## config.mk

```make
export PLATFORM = sky130hd
export DESIGN_NAME = strided_tensor_reshape_walker_unit
export DESIGN_NICKNAME = d
export VERILOG_FILES = /design/src/rtl/strw_pkg.sv /design/src/rtl/strw_div.sv /design/src/rtl/strided_tensor_reshape_walker_unit.sv
export VERILOG_INCLUDE_DIRS = /design/src /design/src/rtl
export SDC_FILE = /design/constraint.sdc
export NUM_CORES = 2
export LEC_CHECK = 0
export CORE_ASPECT_RATIO = 1.75
export CORE_UTILIZATION = 58
export CTS_BUF_LIST = sky130_fd_sc_hd__clkbuf_16
export CTS_CLUSTER_SIZE = 10
export DETAILED_ROUTE_END_ITERATION = 10
export DONT_BUFFER_PORTS = 1
export PLACE_DENSITY = 0.74
export SYNTH_ARGS = -nofsm -noshare
export SYNTH_HDL_FRONTEND = slang
export SYNTH_SLANG_ARGS = --single-unit
```

## constraint.sdc

```tcl
create_clock -name clock -period 11.5 [get_ports clock]
set_input_delay 1.15 -clock clock [delete_from_list [all_inputs] [get_ports clock]]
set_output_delay 1.15 -clock clock [all_outputs]
set_load 0.005 [all_outputs]
```

## src/rtl/strided_tensor_reshape_walker_unit_macros.svh

```systemverilog
// assertion macros shared by the strided tensor reshape walker rtl
// expects signals named clock and reset (synchronous, active high) in the using module
`ifndef STRIDED_TENSOR_RESHAPE_WALKER_UNIT_MACROS_SVH
`define STRIDED_TENSOR_RESHAPE_WALKER_UNIT_MACROS_SVH

// same-cycle implication, off during reset
`define STRW_ASSERT_NOW(label, ante, cons, msg) \
   label: assert property (@(posedge clock) disable iff (reset) (ante) |-> (cons)) \
      else $error(msg);

// next-cycle implication, off during reset
`define STRW_ASSERT_NEXT(label, ante, cons, msg) \
   label: assert property (@(posedge clock) disable iff (reset) (ante) |=> (cons)) \
      else $error(msg);

`endif

```

## src/rtl/strw_pkg.sv

```systemverilog
// shared types and constants of the strided tensor reshape walker
// no dependencies; used by strw_div and strided_tensor_reshape_walker_unit
package strw_pkg;

   // default widths of one dimension size and one byte stride
   localparam int DIM_BITS_DEF    = 13;
   localparam int STRIDE_BITS_DEF = 26;

   // fixed field widths
   localparam int POS_W  = 32;
   localparam int OFS_W  = 41;
   localparam int REG_W  = 52;
   localparam int DATA_W = 64;
   localparam int ADDR_W = 6;

   // register file
   localparam int REG_NUM   = 6;
   localparam int REG_IDX_W = 3;
   localparam logic [REG_IDX_W-1:0] REG_SRC_DIMS   = 3'd0;
   localparam logic [REG_IDX_W-1:0] REG_DST_DIMS   = 3'd1;
   localparam logic [REG_IDX_W-1:0] REG_SRC_STR_LO = 3'd2;
   localparam logic [REG_IDX_W-1:0] REG_SRC_STR_HI = 3'd3;
   localparam logic [REG_IDX_W-1:0] REG_DST_STR_LO = 3'd4;
   localparam logic [REG_IDX_W-1:0] REG_DST_STR_HI = 3'd5;
   localparam logic [REG_IDX_W-1:0] REG_COUNT      = 3'd6;

   // sequencer step counter and its step codes
   localparam int CNT_W = 4;
   localparam logic [CNT_W-1:0] PRD_SRC_P1  = 4'd0;
   localparam logic [CNT_W-1:0] PRD_SRC_P2  = 4'd1;
   localparam logic [CNT_W-1:0] PRD_DST_P1  = 4'd2;
   localparam logic [CNT_W-1:0] PRD_DST_P2  = 4'd3;
   localparam logic [CNT_W-1:0] PRD_TOTAL   = 4'd4;
   localparam logic [CNT_W-1:0] DIV_SRC_HI  = 4'd0;
   localparam logic [CNT_W-1:0] DIV_SRC_MID = 4'd1;
   localparam logic [CNT_W-1:0] DIV_SRC_LO  = 4'd2;
   localparam logic [CNT_W-1:0] DIV_DST_HI  = 4'd3;
   localparam logic [CNT_W-1:0] DIV_DST_MID = 4'd4;
   localparam logic [CNT_W-1:0] DIV_DST_LO  = 4'd5;
   localparam logic [CNT_W-1:0] OFS_LAST    = 4'd8;

   typedef enum logic [2:0] {
      ST_IDLE,
      ST_PROD,
      ST_DIV_START,
      ST_DIV_WAIT,
      ST_WALK,
      ST_OFS,
      ST_EMIT
   } state_type;

   // divider status toward the sequencer
   typedef struct packed {
      logic busy;
      logic done;
   } div_sts_type;

endpackage

```

## src/rtl/strw_div.sv

```systemverilog
// iterative restoring divider, one quotient bit per cycle
// depends on strw_pkg and strided_tensor_reshape_walker_unit_macros.svh
`include "strided_tensor_reshape_walker_unit_macros.svh"

module strw_div #(
   parameter int DVD_W = strw_pkg::POS_W,
   parameter int DVS_W = 3 * strw_pkg::DIM_BITS_DEF
) (
   input  logic                 clock,
   input  logic                 reset,
   input  logic                 start,
   input  logic [DVD_W-1:0]     dividend,
   input  logic [DVS_W-1:0]     divisor,
   output logic [DVD_W-1:0]     quotient,
   output logic [DVD_W-1:0]     remainder,
   output strw_pkg::div_sts_type sts
);

   localparam int CMP_W = (DVD_W + 1 > DVS_W) ? DVD_W + 1 : DVS_W;
   localparam int CNT_W = $clog2(DVD_W + 1);

   logic             busy_ff, busy_in;
   logic             done_ff, done_in;
   logic [CNT_W-1:0] cnt_ff, cnt_in;
   logic [DVD_W-1:0] quo_ff, quo_in;
   logic [DVD_W-1:0] rem_ff, rem_in;
   logic [DVS_W-1:0] dvs_ff, dvs_in;

   logic [DVD_W:0]   trial;
   logic [CMP_W-1:0] trial_ext;
   logic [CMP_W-1:0] dvs_ext;
   logic [CMP_W-1:0] diff;
   logic             take;

   // partial remainder never exceeds the dividend bits shifted in so far
   assign trial     = {rem_ff, quo_ff[DVD_W-1]};
   assign trial_ext = CMP_W'(trial);
   assign dvs_ext   = CMP_W'(dvs_ff);
   assign diff      = trial_ext - dvs_ext;
   assign take      = (trial_ext >= dvs_ext);

   always_comb begin
      busy_in = busy_ff;
      done_in = 1'b0;
      cnt_in  = cnt_ff;
      quo_in  = quo_ff;
      rem_in  = rem_ff;
      dvs_in  = dvs_ff;
      if (busy_ff) begin
         rem_in = take ? diff[DVD_W-1:0] : trial[DVD_W-1:0];
         quo_in = {quo_ff[DVD_W-2:0], take};
         cnt_in = cnt_ff - 1'b1;
         if (cnt_ff == CNT_W'(1)) begin
            busy_in = 1'b0;
            done_in = 1'b1;
         end
      end else if (start) begin
         quo_in  = dividend;
         rem_in  = '0;
         dvs_in  = divisor;
         cnt_in  = CNT_W'(DVD_W);
         busy_in = 1'b1;
      end
   end

   always_ff @(posedge clock) begin
      if (reset) begin
         busy_ff <= 1'b0;
         done_ff <= 1'b0;
         cnt_ff  <= '0;
      end else begin
         busy_ff <= busy_in;
         done_ff <= done_in;
         cnt_ff  <= cnt_in;
      end
   end

   always_ff @(posedge clock) begin
      quo_ff <= quo_in;
      rem_ff <= rem_in;
      dvs_ff <= dvs_in;
   end

   assign quotient  = quo_ff;
   assign remainder = rem_ff;
   assign sts.busy  = busy_ff;
   assign sts.done  = done_ff;

   `STRW_ASSERT_NEXT(a_div_goes_busy, start && !busy_ff, busy_ff, "divider did not start")
   `STRW_ASSERT_NOW(a_div_rem_below, done_ff, (dvs_ff == '0) || (CMP_W'(rem_ff) < dvs_ext), "remainder not below divisor")
   `STRW_ASSERT_NEXT(a_div_done_pulse, done_ff, !done_ff, "done held longer than one cycle")

endmodule

```

## src/rtl/strided_tensor_reshape_walker_unit.sv

```systemverilog
// top level of the strided tensor reshape walker: csr file, sequencer, shared multiplier
// depends on strw_pkg, strw_div and strided_tensor_reshape_walker_unit_macros.svh
//
// usage
//   req channel (req_valid / req_stall): one beat carries restart and start_index.
//   restart = 1 splits start_index into a source and a destination index tuple;
//   restart = 0 steps both tuples one row-major element forward while not past the end.
//   rsp channel (rsp_valid / rsp_stall): one beat per request with both byte
//   offsets, the last-element flag and the past-the-end flag.
//   csr port: apb-style, 64-bit data, register i at byte address 8*i, pready tied high.
//   the user must write registers only while idle; the block does not enforce it.
// sequence
//   a step beat goes through the walk state, the offset pass on the shared
//   multiplier (eight partial products plus the last accumulate) and the emit
//   state that loads the output register.
//   a restart beat first forms the size products on the shared multiplier,
//   then runs six divisions on the divider, each producing 32 quotient bits,
//   one per cycle, then the offset pass.
//   req_stall is high while a beat is being worked on.
// reset
//   synchronous reset clears the registers, both index tuples, the position and
//   the element count, so every step before the first restart is past the end.
// output stall
//   a finished beat waits in the output register; the next request is taken
//   meanwhile and its result is held back until the output register frees up.

`include "strided_tensor_reshape_walker_unit_macros.svh"

module strided_tensor_reshape_walker_unit #(
   parameter int DIM_BITS    = strw_pkg::DIM_BITS_DEF,
   parameter int STRIDE_BITS = strw_pkg::STRIDE_BITS_DEF
) (
   input  logic                        clock,
   input  logic                        reset,
   // request channel
   input  logic                        req_valid,
   output logic                        req_stall,
   input  logic                        req_restart,
   input  logic [strw_pkg::POS_W-1:0]  req_start_index,
   // result channel
   output logic                        rsp_valid,
   input  logic                        rsp_stall,
   output logic [strw_pkg::OFS_W-1:0]  rsp_source_offset,
   output logic [strw_pkg::OFS_W-1:0]  rsp_dest_offset,
   output logic                        rsp_final_element,
   output logic                        rsp_past_end,
   // configuration port
   input  logic                        csr_psel,
   input  logic                        csr_penable,
   input  logic                        csr_pwrite,
   input  logic [strw_pkg::ADDR_W-1:0] csr_paddr,
   input  logic [strw_pkg::DATA_W-1:0] csr_pwdata,
   output logic [strw_pkg::DATA_W-1:0] csr_prdata,
   output logic                        csr_pready
);

   // multiplier operand a carries sizes, size products and strides, operand b one size or index
   localparam int A_W   = (3 * DIM_BITS > STRIDE_BITS) ? 3 * DIM_BITS : STRIDE_BITS;
   localparam int P_W   = A_W + DIM_BITS;
   localparam int TOT_W = 4 * DIM_BITS;
   localparam int DVS_W = 3 * DIM_BITS;
   localparam int LIM_W = ((strw_pkg::POS_W > TOT_W) ? strw_pkg::POS_W : TOT_W) + 1;

   typedef logic [3:0][DIM_BITS-1:0]    tuple_type;
   typedef logic [3:0][STRIDE_BITS-1:0] stride_type;

   // one row-major step of an index tuple; a tuple over a zero size stays at zero
   function automatic tuple_type walk_tuple(input tuple_type idx, input tuple_type dim);
      tuple_type nxt;
      logic      carry;
      logic      zero;
      nxt   = idx;
      carry = 1'b1;
      zero  = 1'b0;
      for (int k = 0; k < 4; k++) begin
         if (dim[k] == '0) begin
            zero = 1'b1;
         end
      end
      for (int k = 0; k < 3; k++) begin
         if (carry) begin
            // an index left beyond its size by a register change wraps too
            if (({1'b0, idx[k]} + 1'b1) >= {1'b0, dim[k]}) begin
               nxt[k] = '0;
            end else begin
               nxt[k] = idx[k] + DIM_BITS'(1);
               carry  = 1'b0;
            end
         end
      end
      // outermost index wraps within its width
      if (carry) begin
         nxt[3] = idx[3] + DIM_BITS'(1);
      end
      if (zero) begin
         nxt = '0;
      end
      return nxt;
   endfunction

   // control state
   strw_pkg::state_type               state_ff, state_in;
   logic [strw_pkg::CNT_W-1:0]        cnt_ff, cnt_in;
   logic [strw_pkg::REG_W-1:0]        cfg_ff [strw_pkg::REG_NUM];
   logic [strw_pkg::REG_W-1:0]        cfg_in [strw_pkg::REG_NUM];
   tuple_type                         sidx_ff, sidx_in;
   tuple_type                         didx_ff, didx_in;
   logic [strw_pkg::POS_W-1:0]        pos_ff, pos_in;
   logic [TOT_W-1:0]                  total_ff, total_in;
   logic                              rsp_valid_ff, rsp_valid_in;

   // payload state
   logic [2*DIM_BITS-1:0]             p1s_ff, p1s_in;
   logic [3*DIM_BITS-1:0]             p2s_ff, p2s_in;
   logic [2*DIM_BITS-1:0]             p1d_ff, p1d_in;
   logic [3*DIM_BITS-1:0]             p2d_ff, p2d_in;
   logic [strw_pkg::POS_W-1:0]        rem_ff, rem_in;
   logic [P_W-1:0]                    prod_ff, prod_in;
   logic [strw_pkg::OFS_W-1:0]        sacc_ff, sacc_in;
   logic [strw_pkg::OFS_W-1:0]        dacc_ff, dacc_in;
   logic [strw_pkg::OFS_W-1:0]        rsp_src_ff, rsp_src_in;
   logic [strw_pkg::OFS_W-1:0]        rsp_dst_ff, rsp_dst_in;
   logic                              rsp_final_ff, rsp_final_in;
   logic                              rsp_past_ff, rsp_past_in;

   // combinational helpers
   logic                              in_accept;
   logic                              csr_write;
   logic [strw_pkg::REG_IDX_W-1:0]    csr_idx;
   tuple_type                         sdim, ddim;
   stride_type                        sstr, dstr;
   logic                              src_zero, dst_zero;
   logic                              past, final_hit, can_advance, can_load;
   logic [A_W-1:0]                    mul_a;
   logic [DIM_BITS-1:0]               mul_b;
   logic [P_W-1:0]                    mul_p;
   logic [1:0]                        ofs_k;
   logic [strw_pkg::CNT_W-1:0]        acc_step;

   // divider hookup
   logic                              div_start;
   logic [strw_pkg::POS_W-1:0]        div_dividend;
   logic [DVS_W-1:0]                  div_divisor;
   logic [strw_pkg::POS_W-1:0]        div_quo;
   logic [strw_pkg::POS_W-1:0]        div_rem;
   strw_pkg::div_sts_type             div_sts;

   strw_div #(
      .DVD_W (strw_pkg::POS_W),
      .DVS_W (DVS_W)
   ) u_div (
      .clock     (clock),
      .reset     (reset),
      .start     (div_start),
      .dividend  (div_dividend),
      .divisor   (div_divisor),
      .quotient  (div_quo),
      .remainder (div_rem),
      .sts       (div_sts)
   );

   // handshakes
   assign req_stall  = (state_ff != strw_pkg::ST_IDLE);
   assign in_accept  = req_valid && !req_stall;
   assign can_load   = !rsp_valid_ff || !rsp_stall;
   assign csr_pready = 1'b1;
   assign csr_write  = csr_psel && csr_penable && csr_pwrite && csr_pready;
   assign csr_idx    = csr_paddr[strw_pkg::ADDR_W-1:3];

   // register read back, unused addresses read as zero
   always_comb begin
      csr_prdata = '0;
      if (csr_idx < strw_pkg::REG_COUNT) begin
         csr_prdata = strw_pkg::DATA_W'(cfg_ff[csr_idx]);
      end
   end

   // register fields, live: sizes and strides act at once
   assign sdim = tuple_type'(cfg_ff[strw_pkg::REG_SRC_DIMS][TOT_W-1:0]);
   assign ddim = tuple_type'(cfg_ff[strw_pkg::REG_DST_DIMS][TOT_W-1:0]);
   assign sstr = {cfg_ff[strw_pkg::REG_SRC_STR_HI][2*STRIDE_BITS-1:0],
                  cfg_ff[strw_pkg::REG_SRC_STR_LO][2*STRIDE_BITS-1:0]};
   assign dstr = {cfg_ff[strw_pkg::REG_DST_STR_HI][2*STRIDE_BITS-1:0],
                  cfg_ff[strw_pkg::REG_DST_STR_LO][2*STRIDE_BITS-1:0]};
   assign src_zero = (sdim[0] == '0) || (sdim[1] == '0) || (sdim[2] == '0) || (sdim[3] == '0);
   assign dst_zero = (ddim[0] == '0) || (ddim[1] == '0) || (ddim[2] == '0) || (ddim[3] == '0);

   // end of tensor judged by the destination count latched at restart
   assign past        = (LIM_W'(pos_ff) >= LIM_W'(total_ff));
   assign final_hit   = !past && ((LIM_W'(pos_ff) + LIM_W'(1)) == LIM_W'(total_ff));
   assign can_advance = !past && (pos_ff != '1);

   // the shared multiplier
   assign mul_p = P_W'(mul_a) * P_W'(mul_b);

   // offset pass: steps 0..3 source, 4..7 destination, accumulate one step behind
   assign ofs_k    = cnt_ff[1:0];
   assign acc_step = cnt_ff - 1'b1;

   // divider operands follow the division step in cnt_ff
   always_comb begin
      div_dividend = rem_ff;
      div_divisor  = '0;
      unique case (cnt_ff)
         strw_pkg::DIV_SRC_HI: begin
            div_dividend = pos_ff;
            div_divisor  = p2s_ff;
         end
         strw_pkg::DIV_SRC_MID: div_divisor = DVS_W'(p1s_ff);
         strw_pkg::DIV_SRC_LO:  div_divisor = DVS_W'(sdim[0]);
         strw_pkg::DIV_DST_HI: begin
            div_dividend = pos_ff;
            div_divisor  = p2d_ff;
         end
         strw_pkg::DIV_DST_MID: div_divisor = DVS_W'(p1d_ff);
         strw_pkg::DIV_DST_LO:  div_divisor = DVS_W'(ddim[0]);
         default: div_divisor = '0;
      endcase
   end

   // next state
   always_comb begin
      state_in = state_ff;
      unique case (state_ff)
         strw_pkg::ST_IDLE: begin
            if (in_accept) begin
               state_in = req_restart ? strw_pkg::ST_PROD : strw_pkg::ST_WALK;
            end
         end
         strw_pkg::ST_PROD: begin
            if (cnt_ff == strw_pkg::PRD_TOTAL) begin
               state_in = strw_pkg::ST_DIV_START;
            end
         end
         strw_pkg::ST_DIV_START: state_in = strw_pkg::ST_DIV_WAIT;
         strw_pkg::ST_DIV_WAIT: begin
            if (div_sts.done) begin
               state_in = (cnt_ff == strw_pkg::DIV_DST_LO) ? strw_pkg::ST_OFS
                                                           : strw_pkg::ST_DIV_START;
            end
         end
         strw_pkg::ST_WALK: state_in = strw_pkg::ST_OFS;
         strw_pkg::ST_OFS: begin
            if (cnt_ff == strw_pkg::OFS_LAST) begin
               state_in = strw_pkg::ST_EMIT;
            end
         end
         strw_pkg::ST_EMIT: begin
            if (can_load) begin
               state_in = strw_pkg::ST_IDLE;
            end
         end
         default: state_in = strw_pkg::ST_IDLE;
      endcase
   end

   // datapath and outputs of the sequencer
   always_comb begin
      cnt_in       = cnt_ff;
      cfg_in       = cfg_ff;
      sidx_in      = sidx_ff;
      didx_in      = didx_ff;
      pos_in       = pos_ff;
      total_in     = total_ff;
      p1s_in       = p1s_ff;
      p2s_in       = p2s_ff;
      p1d_in       = p1d_ff;
      p2d_in       = p2d_ff;
      rem_in       = rem_ff;
      prod_in      = prod_ff;
      sacc_in      = sacc_ff;
      dacc_in      = dacc_ff;
      rsp_src_in   = rsp_src_ff;
      rsp_dst_in   = rsp_dst_ff;
      rsp_final_in = rsp_final_ff;
      rsp_past_in  = rsp_past_ff;
      mul_a        = '0;
      mul_b        = '0;
      div_start    = 1'b0;

      // csr writes, addresses past the list are dropped
      if (csr_write && (csr_idx < strw_pkg::REG_COUNT)) begin
         cfg_in[csr_idx] = csr_pwdata[strw_pkg::REG_W-1:0];
      end

      unique case (state_ff)
         strw_pkg::ST_IDLE: begin
            if (in_accept) begin
               cnt_in  = '0;
               sacc_in = '0;
               dacc_in = '0;
               if (req_restart) begin
                  pos_in = req_start_index;
               end
            end
         end

         // size products: d0*d1, then times d2, for both tensors, then the element count
         strw_pkg::ST_PROD: begin
            cnt_in = (cnt_ff == strw_pkg::PRD_TOTAL) ? '0 : cnt_ff + 1'b1;
            unique case (cnt_ff)
               strw_pkg::PRD_SRC_P1: begin
                  mul_a  = A_W'(sdim[0]);
                  mul_b  = sdim[1];
                  p1s_in = mul_p[2*DIM_BITS-1:0];
               end
               strw_pkg::PRD_SRC_P2: begin
                  mul_a  = A_W'(p1s_ff);
                  mul_b  = sdim[2];
                  p2s_in = mul_p[3*DIM_BITS-1:0];
               end
               strw_pkg::PRD_DST_P1: begin
                  mul_a  = A_W'(ddim[0]);
                  mul_b  = ddim[1];
                  p1d_in = mul_p[2*DIM_BITS-1:0];
               end
               strw_pkg::PRD_DST_P2: begin
                  mul_a  = A_W'(p1d_ff);
                  mul_b  = ddim[2];
                  p2d_in = mul_p[3*DIM_BITS-1:0];
               end
               strw_pkg::PRD_TOTAL: begin
                  mul_a    = A_W'(p2d_ff);
                  mul_b    = ddim[3];
                  total_in = mul_p[TOT_W-1:0];
               end
               default: mul_a = '0;
            endcase
         end

         strw_pkg::ST_DIV_START: div_start = 1'b1;

         // split: outer quotient, then remainder by inner products
         strw_pkg::ST_DIV_WAIT: begin
            if (div_sts.done) begin
               cnt_in = (cnt_ff == strw_pkg::DIV_DST_LO) ? '0 : cnt_ff + 1'b1;
               unique case (cnt_ff)
                  strw_pkg::DIV_SRC_HI: begin
                     sidx_in[3] = div_quo[DIM_BITS-1:0];
                     rem_in     = div_rem;
                  end
                  strw_pkg::DIV_SRC_MID: begin
                     sidx_in[2] = div_quo[DIM_BITS-1:0];
                     rem_in     = div_rem;
                  end
                  strw_pkg::DIV_SRC_LO: begin
                     if (src_zero) begin
                        sidx_in = '0;
                     end else begin
                        sidx_in[1] = div_quo[DIM_BITS-1:0];
                        sidx_in[0] = div_rem[DIM_BITS-1:0];
                     end
                  end
                  strw_pkg::DIV_DST_HI: begin
                     didx_in[3] = div_quo[DIM_BITS-1:0];
                     rem_in     = div_rem;
                  end
                  strw_pkg::DIV_DST_MID: begin
                     didx_in[2] = div_quo[DIM_BITS-1:0];
                     rem_in     = div_rem;
                  end
                  strw_pkg::DIV_DST_LO: begin
                     if (dst_zero) begin
                        didx_in = '0;
                     end else begin
                        didx_in[1] = div_quo[DIM_BITS-1:0];
                        didx_in[0] = div_rem[DIM_BITS-1:0];
                     end
                  end
                  default: rem_in = rem_ff;
               endcase
            end
         end

         // step both tuples; past the end or at the top position nothing moves
         strw_pkg::ST_WALK: begin
            cnt_in = '0;
            if (can_advance) begin
               pos_in  = pos_ff + 1'b1;
               sidx_in = walk_tuple(sidx_ff, sdim);
               didx_in = walk_tuple(didx_ff, ddim);
            end
         end

         // index times stride into prod_ff, summed into the offset in the next cycle
         strw_pkg::ST_OFS: begin
            cnt_in = cnt_ff + 1'b1;
            if (cnt_ff[2]) begin
               mul_a = A_W'(dstr[ofs_k]);
               mul_b = didx_ff[ofs_k];
            end else begin
               mul_a = A_W'(sstr[ofs_k]);
               mul_b = sidx_ff[ofs_k];
            end
            prod_in = mul_p;
            if (cnt_ff != '0) begin
               if (acc_step[2]) begin
                  dacc_in = dacc_ff + strw_pkg::OFS_W'(prod_ff);
               end else begin
                  sacc_in = sacc_ff + strw_pkg::OFS_W'(prod_ff);
               end
            end
         end

         strw_pkg::ST_EMIT: begin
            if (can_load) begin
               rsp_src_in   = past ? '0 : sacc_ff;
               rsp_dst_in   = past ? '0 : dacc_ff;
               rsp_final_in = final_hit;
               rsp_past_in  = past;
            end
         end

         default: cnt_in = '0;
      endcase

      // output register: cleared on a taken beat, loaded when the result is done
      rsp_valid_in = rsp_valid_ff && rsp_stall;
      if ((state_ff == strw_pkg::ST_EMIT) && can_load) begin
         rsp_valid_in = 1'b1;
      end
   end

   always_ff @(posedge clock) begin
      if (reset) begin
         state_ff     <= strw_pkg::ST_IDLE;
         cnt_ff       <= '0;
         for (int i = 0; i < strw_pkg::REG_NUM; i++) begin
            cfg_ff[i] <= '0;
         end
         sidx_ff      <= '0;
         didx_ff      <= '0;
         pos_ff       <= '0;
         total_ff     <= '0;
         rsp_valid_ff <= 1'b0;
      end else begin
         state_ff     <= state_in;
         cnt_ff       <= cnt_in;
         cfg_ff       <= cfg_in;
         sidx_ff      <= sidx_in;
         didx_ff      <= didx_in;
         pos_ff       <= pos_in;
         total_ff     <= total_in;
         rsp_valid_ff <= rsp_valid_in;
      end
   end

   always_ff @(posedge clock) begin
      p1s_ff       <= p1s_in;
      p2s_ff       <= p2s_in;
      p1d_ff       <= p1d_in;
      p2d_ff       <= p2d_in;
      rem_ff       <= rem_in;
      prod_ff      <= prod_in;
      sacc_ff      <= sacc_in;
      dacc_ff      <= dacc_in;
      rsp_src_ff   <= rsp_src_in;
      rsp_dst_ff   <= rsp_dst_in;
      rsp_final_ff <= rsp_final_in;
      rsp_past_ff  <= rsp_past_in;
   end

   assign rsp_valid         = rsp_valid_ff;
   assign rsp_source_offset = rsp_src_ff;
   assign rsp_dest_offset   = rsp_dst_ff;
   assign rsp_final_element = rsp_final_ff;
   assign rsp_past_end      = rsp_past_ff;

   `STRW_ASSERT_NEXT(a_busy_after_accept, in_accept, req_stall, "request taken but block not busy")
   `STRW_ASSERT_NOW(a_past_end_zero, rsp_valid_ff && rsp_past_ff, (rsp_src_ff == '0) && (rsp_dst_ff == '0) && !rsp_final_ff, "past-end beat with offsets or final flag")
   `STRW_ASSERT_NOW(a_div_start_free, div_start, !div_sts.busy, "divider started while busy")
   `STRW_ASSERT_NOW(a_ofs_count, state_ff == strw_pkg::ST_OFS, cnt_ff <= strw_pkg::OFS_LAST, "offset pass overran")

endmodule

```

==> impl_metrics.toml <==
[outcome]
status = "complete, but fails checks"
violations = "max-capacitance violations, max-slew violations"

[logic_synthesis]
ys_types = 102
synth_edf_count = 472
syn_avg_cell_area_um2 = 9.15
netlist_area_um2 = 69100
yosys_warnings = 0
ys_async_sr_fraction = 0
yosys_register_bits = 988
synth_top_flop_cell = "dfxtp_1"
seq_area_frac_synth = 0.355
syn_inst = 7551

[clock_network]
ctsResizeCount = 0
cts_buffer_depth = 3
path_clk_slew_ps = 70
root_buffer = "clkbuf_16"
holdBufCountCts = 0
cts_buffers = 110
cts_tree = "built"
clk_latency_ps = 780
htree_num_levels = 3
post-cts-setup-buffers = 0
numClockSinks = 988

[timing]
clock.fmax_mhz = 99.1
hold_ws_ps = 451
max_slew_margin = -0.113
finClkSkew_ps = 99.5
tns_ps = 0
final.period_utilization = 0.877
period_minus_slack_ps = 10090
setup_viol = 0
rsz0062_at_grt = "no"
worstMarginPinSlew_ps = 1620
hold_viol_final = 0
finalMaxSlewViolations = 3

[pwr]
power_mw = 8.63
p_leak_nw = 28.1
p_per_area_nw_per_um2 = 117
ir_worst_vdd_uv = 132

[routing]
drtAntennaViolNets = 0
wl_per_cell_um = 26.1
vias = 58215
totalWireLength_um = 233000
vias_per_cell = 6.52
drt-initial-drc-count = 6152
drc_errors = 0
dr.pass1.iters = 9

[floorplan]
rows = 167
core_area_um2 = 118000
start_util = 0.584
io_pins = 261
die_width_um = 263
dieArea_um2 = 121000
die_h_um = 458

[layout]
area_delta_synth_final_pct = 6.54
final_core_util = 0.622
layout.nets = 8184
fin_area_um2 = 73600
final_layout_size_suffix_gt1_frac = 0.0611

[grt]
overflow = 0
antenna_found_initial = 4
grt_max_degree = 503
grtUsageTotal = 0.383
grt_pass1_vias = 57960
grt_pass1_wl_um = 349000

[worst_setup_path]
required_ps = 11870
endpoint_kind = "flip-flop"
critical_path_class = "flip-flop to flip-flop"
worst-r2r-cell-count = 24
r2r_end = "prod_ff[23]"
rr_startpoint = "cnt_ff[0]"
worst_setup_path_start_kind = "flip-flop"
rrSetupSlack_ps = 1410
startpoint = "cnt_ff[0]"
crit_end = "prod_ff[23]"
cp_max_fo = 43
worstPathArrival_ps = 10460

[place]
place_area_um2 = 70300
portBuffers = 0
place.gp.congestion = 1.04
dp_hpwl_um = 167000

[run]
maxCapViolations = 1

[hold_path]
hold_class = "flip-flop to flip-flop"
[worst max-delay path: stages (launching register included)]
cell	delay [ps]
dfxtp_4	920
inv_1	210
ha_1	340
and2_2	210
nor2_1	320
a31o_2	800
o22a_1	1020
buf_4	430
nor2b_1	110
fa_1	500
fa_1	480
fa_1	430
fa_1	510
inv_1	50
fa_1	530
inv_1	40
ha_1	370
a21o_1	210
a21o_1	170
a21o_1	190
a41oi_1	210
a21oi_1	160
a211o_1	300
a21o_1	210
xor2_1	900
[how the worst min path moves through the flow]
stage                  from      endpoint  slack [ps]  depth (start not counted)
3_5_place_dp   total_ff[43]  total_ff[43]         440                          2
5_1_grt               reset     rsp_valid         450                          1
2_1_floorplan  total_ff[41]  total_ff[41]         430                          2
6_report       total_ff[43]  total_ff[43]         450                          2
3_3_place_gp   total_ff[43]  total_ff[43]         440                          2
4_1_cts        total_ff[43]  total_ff[43]         450                          2
[cells in the mapped netlist (79+ instances only)]
cell type | count | area [um2]
inv_1 | 634 | 2380
xnor2_1 | 170 | 1490
a21o_1 | 135 | 1010
clkbuf_1 | 369 | 1390
xor2_1 | 87 | 762
o21ai_0 | 179 | 896
edfxtp_1 | 472 | 14200
mux2i_1 | 106 | 1060
nand2_1 | 1331 | 5000
ha_1 | 335 | 4190
nor3_1 | 79 | 395
a21oi_1 | 588 | 2940
nor2b_1 | 101 | 632
nand3_1 | 212 | 1060
fa_1 | 410 | 8210
and2_1 | 166 | 1040
nor2_1 | 396 | 1490
a22oi_1 | 280 | 2100
dfxtp_1 | 516 | 10300
[layout by cell type (no fill, tap or decap), types with 20 or more instances in the layout]
| master | n |
|---|---|
| a22oi_1 | 280 |
| and3_1 | 65 |
| o21ai_1 | 34 |
| ha_1 | 335 |
| nand2_1 | 1324 |
| xor2_1 | 87 |
| dfxtp_1 | 512 |
| edfxtp_1 | 472 |
| nor2_1 | 392 |
| o21ai_0 | 178 |
| buf_4 | 119 |
| o21a_1 | 29 |
| a211oi_1 | 47 |
| nand3_1 | 210 |
| a221oi_1 | 34 |
| a211oi_2 | 20 |
| fa_1 | 410 |
| nor4_1 | 35 |
| o22ai_1 | 30 |
| a22o_1 | 20 |
| a21o_1 | 135 |
| nor3_1 | 76 |
| a21oi_1 | 585 |
| mux2i_1 | 106 |
| inv_1 | 689 |
| mux4_2 | 78 |
| xnor2_1 | 170 |
| nor2b_1 | 99 |
| o31ai_1 | 29 |
| clkbuf_16 | 110 |
| nand4_1 | 65 |
| o21bai_1 | 24 |
| and2_1 | 155 |
| nand2b_1 | 62 |
| a31oi_1 | 25 |
[stage by stage]
stage	setup slack (ps)	std cells
2_1_floorplan	2330	7562
3_3_place_gp	1800	8736
3_5_place_dp	1670	8736
4_1_cts	1660	8917
5_1_grt	1080	8919
6_report	1410	8922
[state kept, by name (all words and copies together) (netlist names), 39 cells and up]
| signal | flops |
|---|---|
| p2s_ff | 39 |
| prod_ff | 41 |
| sacc_ff | 41 |
| p2d_ff | 39 |
| cfg_ff | 208 |
| sdim | 52 |
| total_ff | 52 |
| rsp_source_offset | 41 |
| dacc_ff | 41 |
| ddim | 52 |
| u_div.dvs_ext | 39 |
| didx_ff | 52 |
| rsp_dest_offset | 41 |
| sidx_ff | 52 |
[report_power, final]
part           leakage, nW  internal (mW)  switching, mW
clock                 1.77           1.74           1.48
combinational         18.0          0.533          0.881
sequential            8.34           3.84          0.158
total                 28.1           6.11           2.52
[logic make-up (layout without fill, tap and decap cells)]
logic type                 Yosys count  in the layout  share of synthesized area
and+or+nand+nor                   2591           2591                      0.169
AOI/OAI and AO/OA                 1679           1679                      0.160
buffers and inverters             1101            937                     0.0626
DFF                                988            988                      0.355
adders and majority gates          745            745                      0.180
xor gates and xnor gates           257            257                     0.0326
muxes                              188            188                     0.0415
other                                2             16                   0.000109
[final cells by class]
class                      count  area, um2
antenna                        3       7.51
clock buffer                 110       2750
clock inverter                71        464
fill                        9820      44700
inverter                     634       2380
multi-input combinational   5473      40600
sequential                   988      24500
tap                         1521       1900
timing repair buffer         122        968
[per-layer routing]
layer | part of all wire | global-route usage
met1 | 0.32 | 0.399
met2 | 0.47 | 0.633
met3 | 0.096 | 0.0901
met4 | 0.11 | 0.370
met5 | 0.000064 | 0
Note: power is estimated with default switching activity, not from simulation.
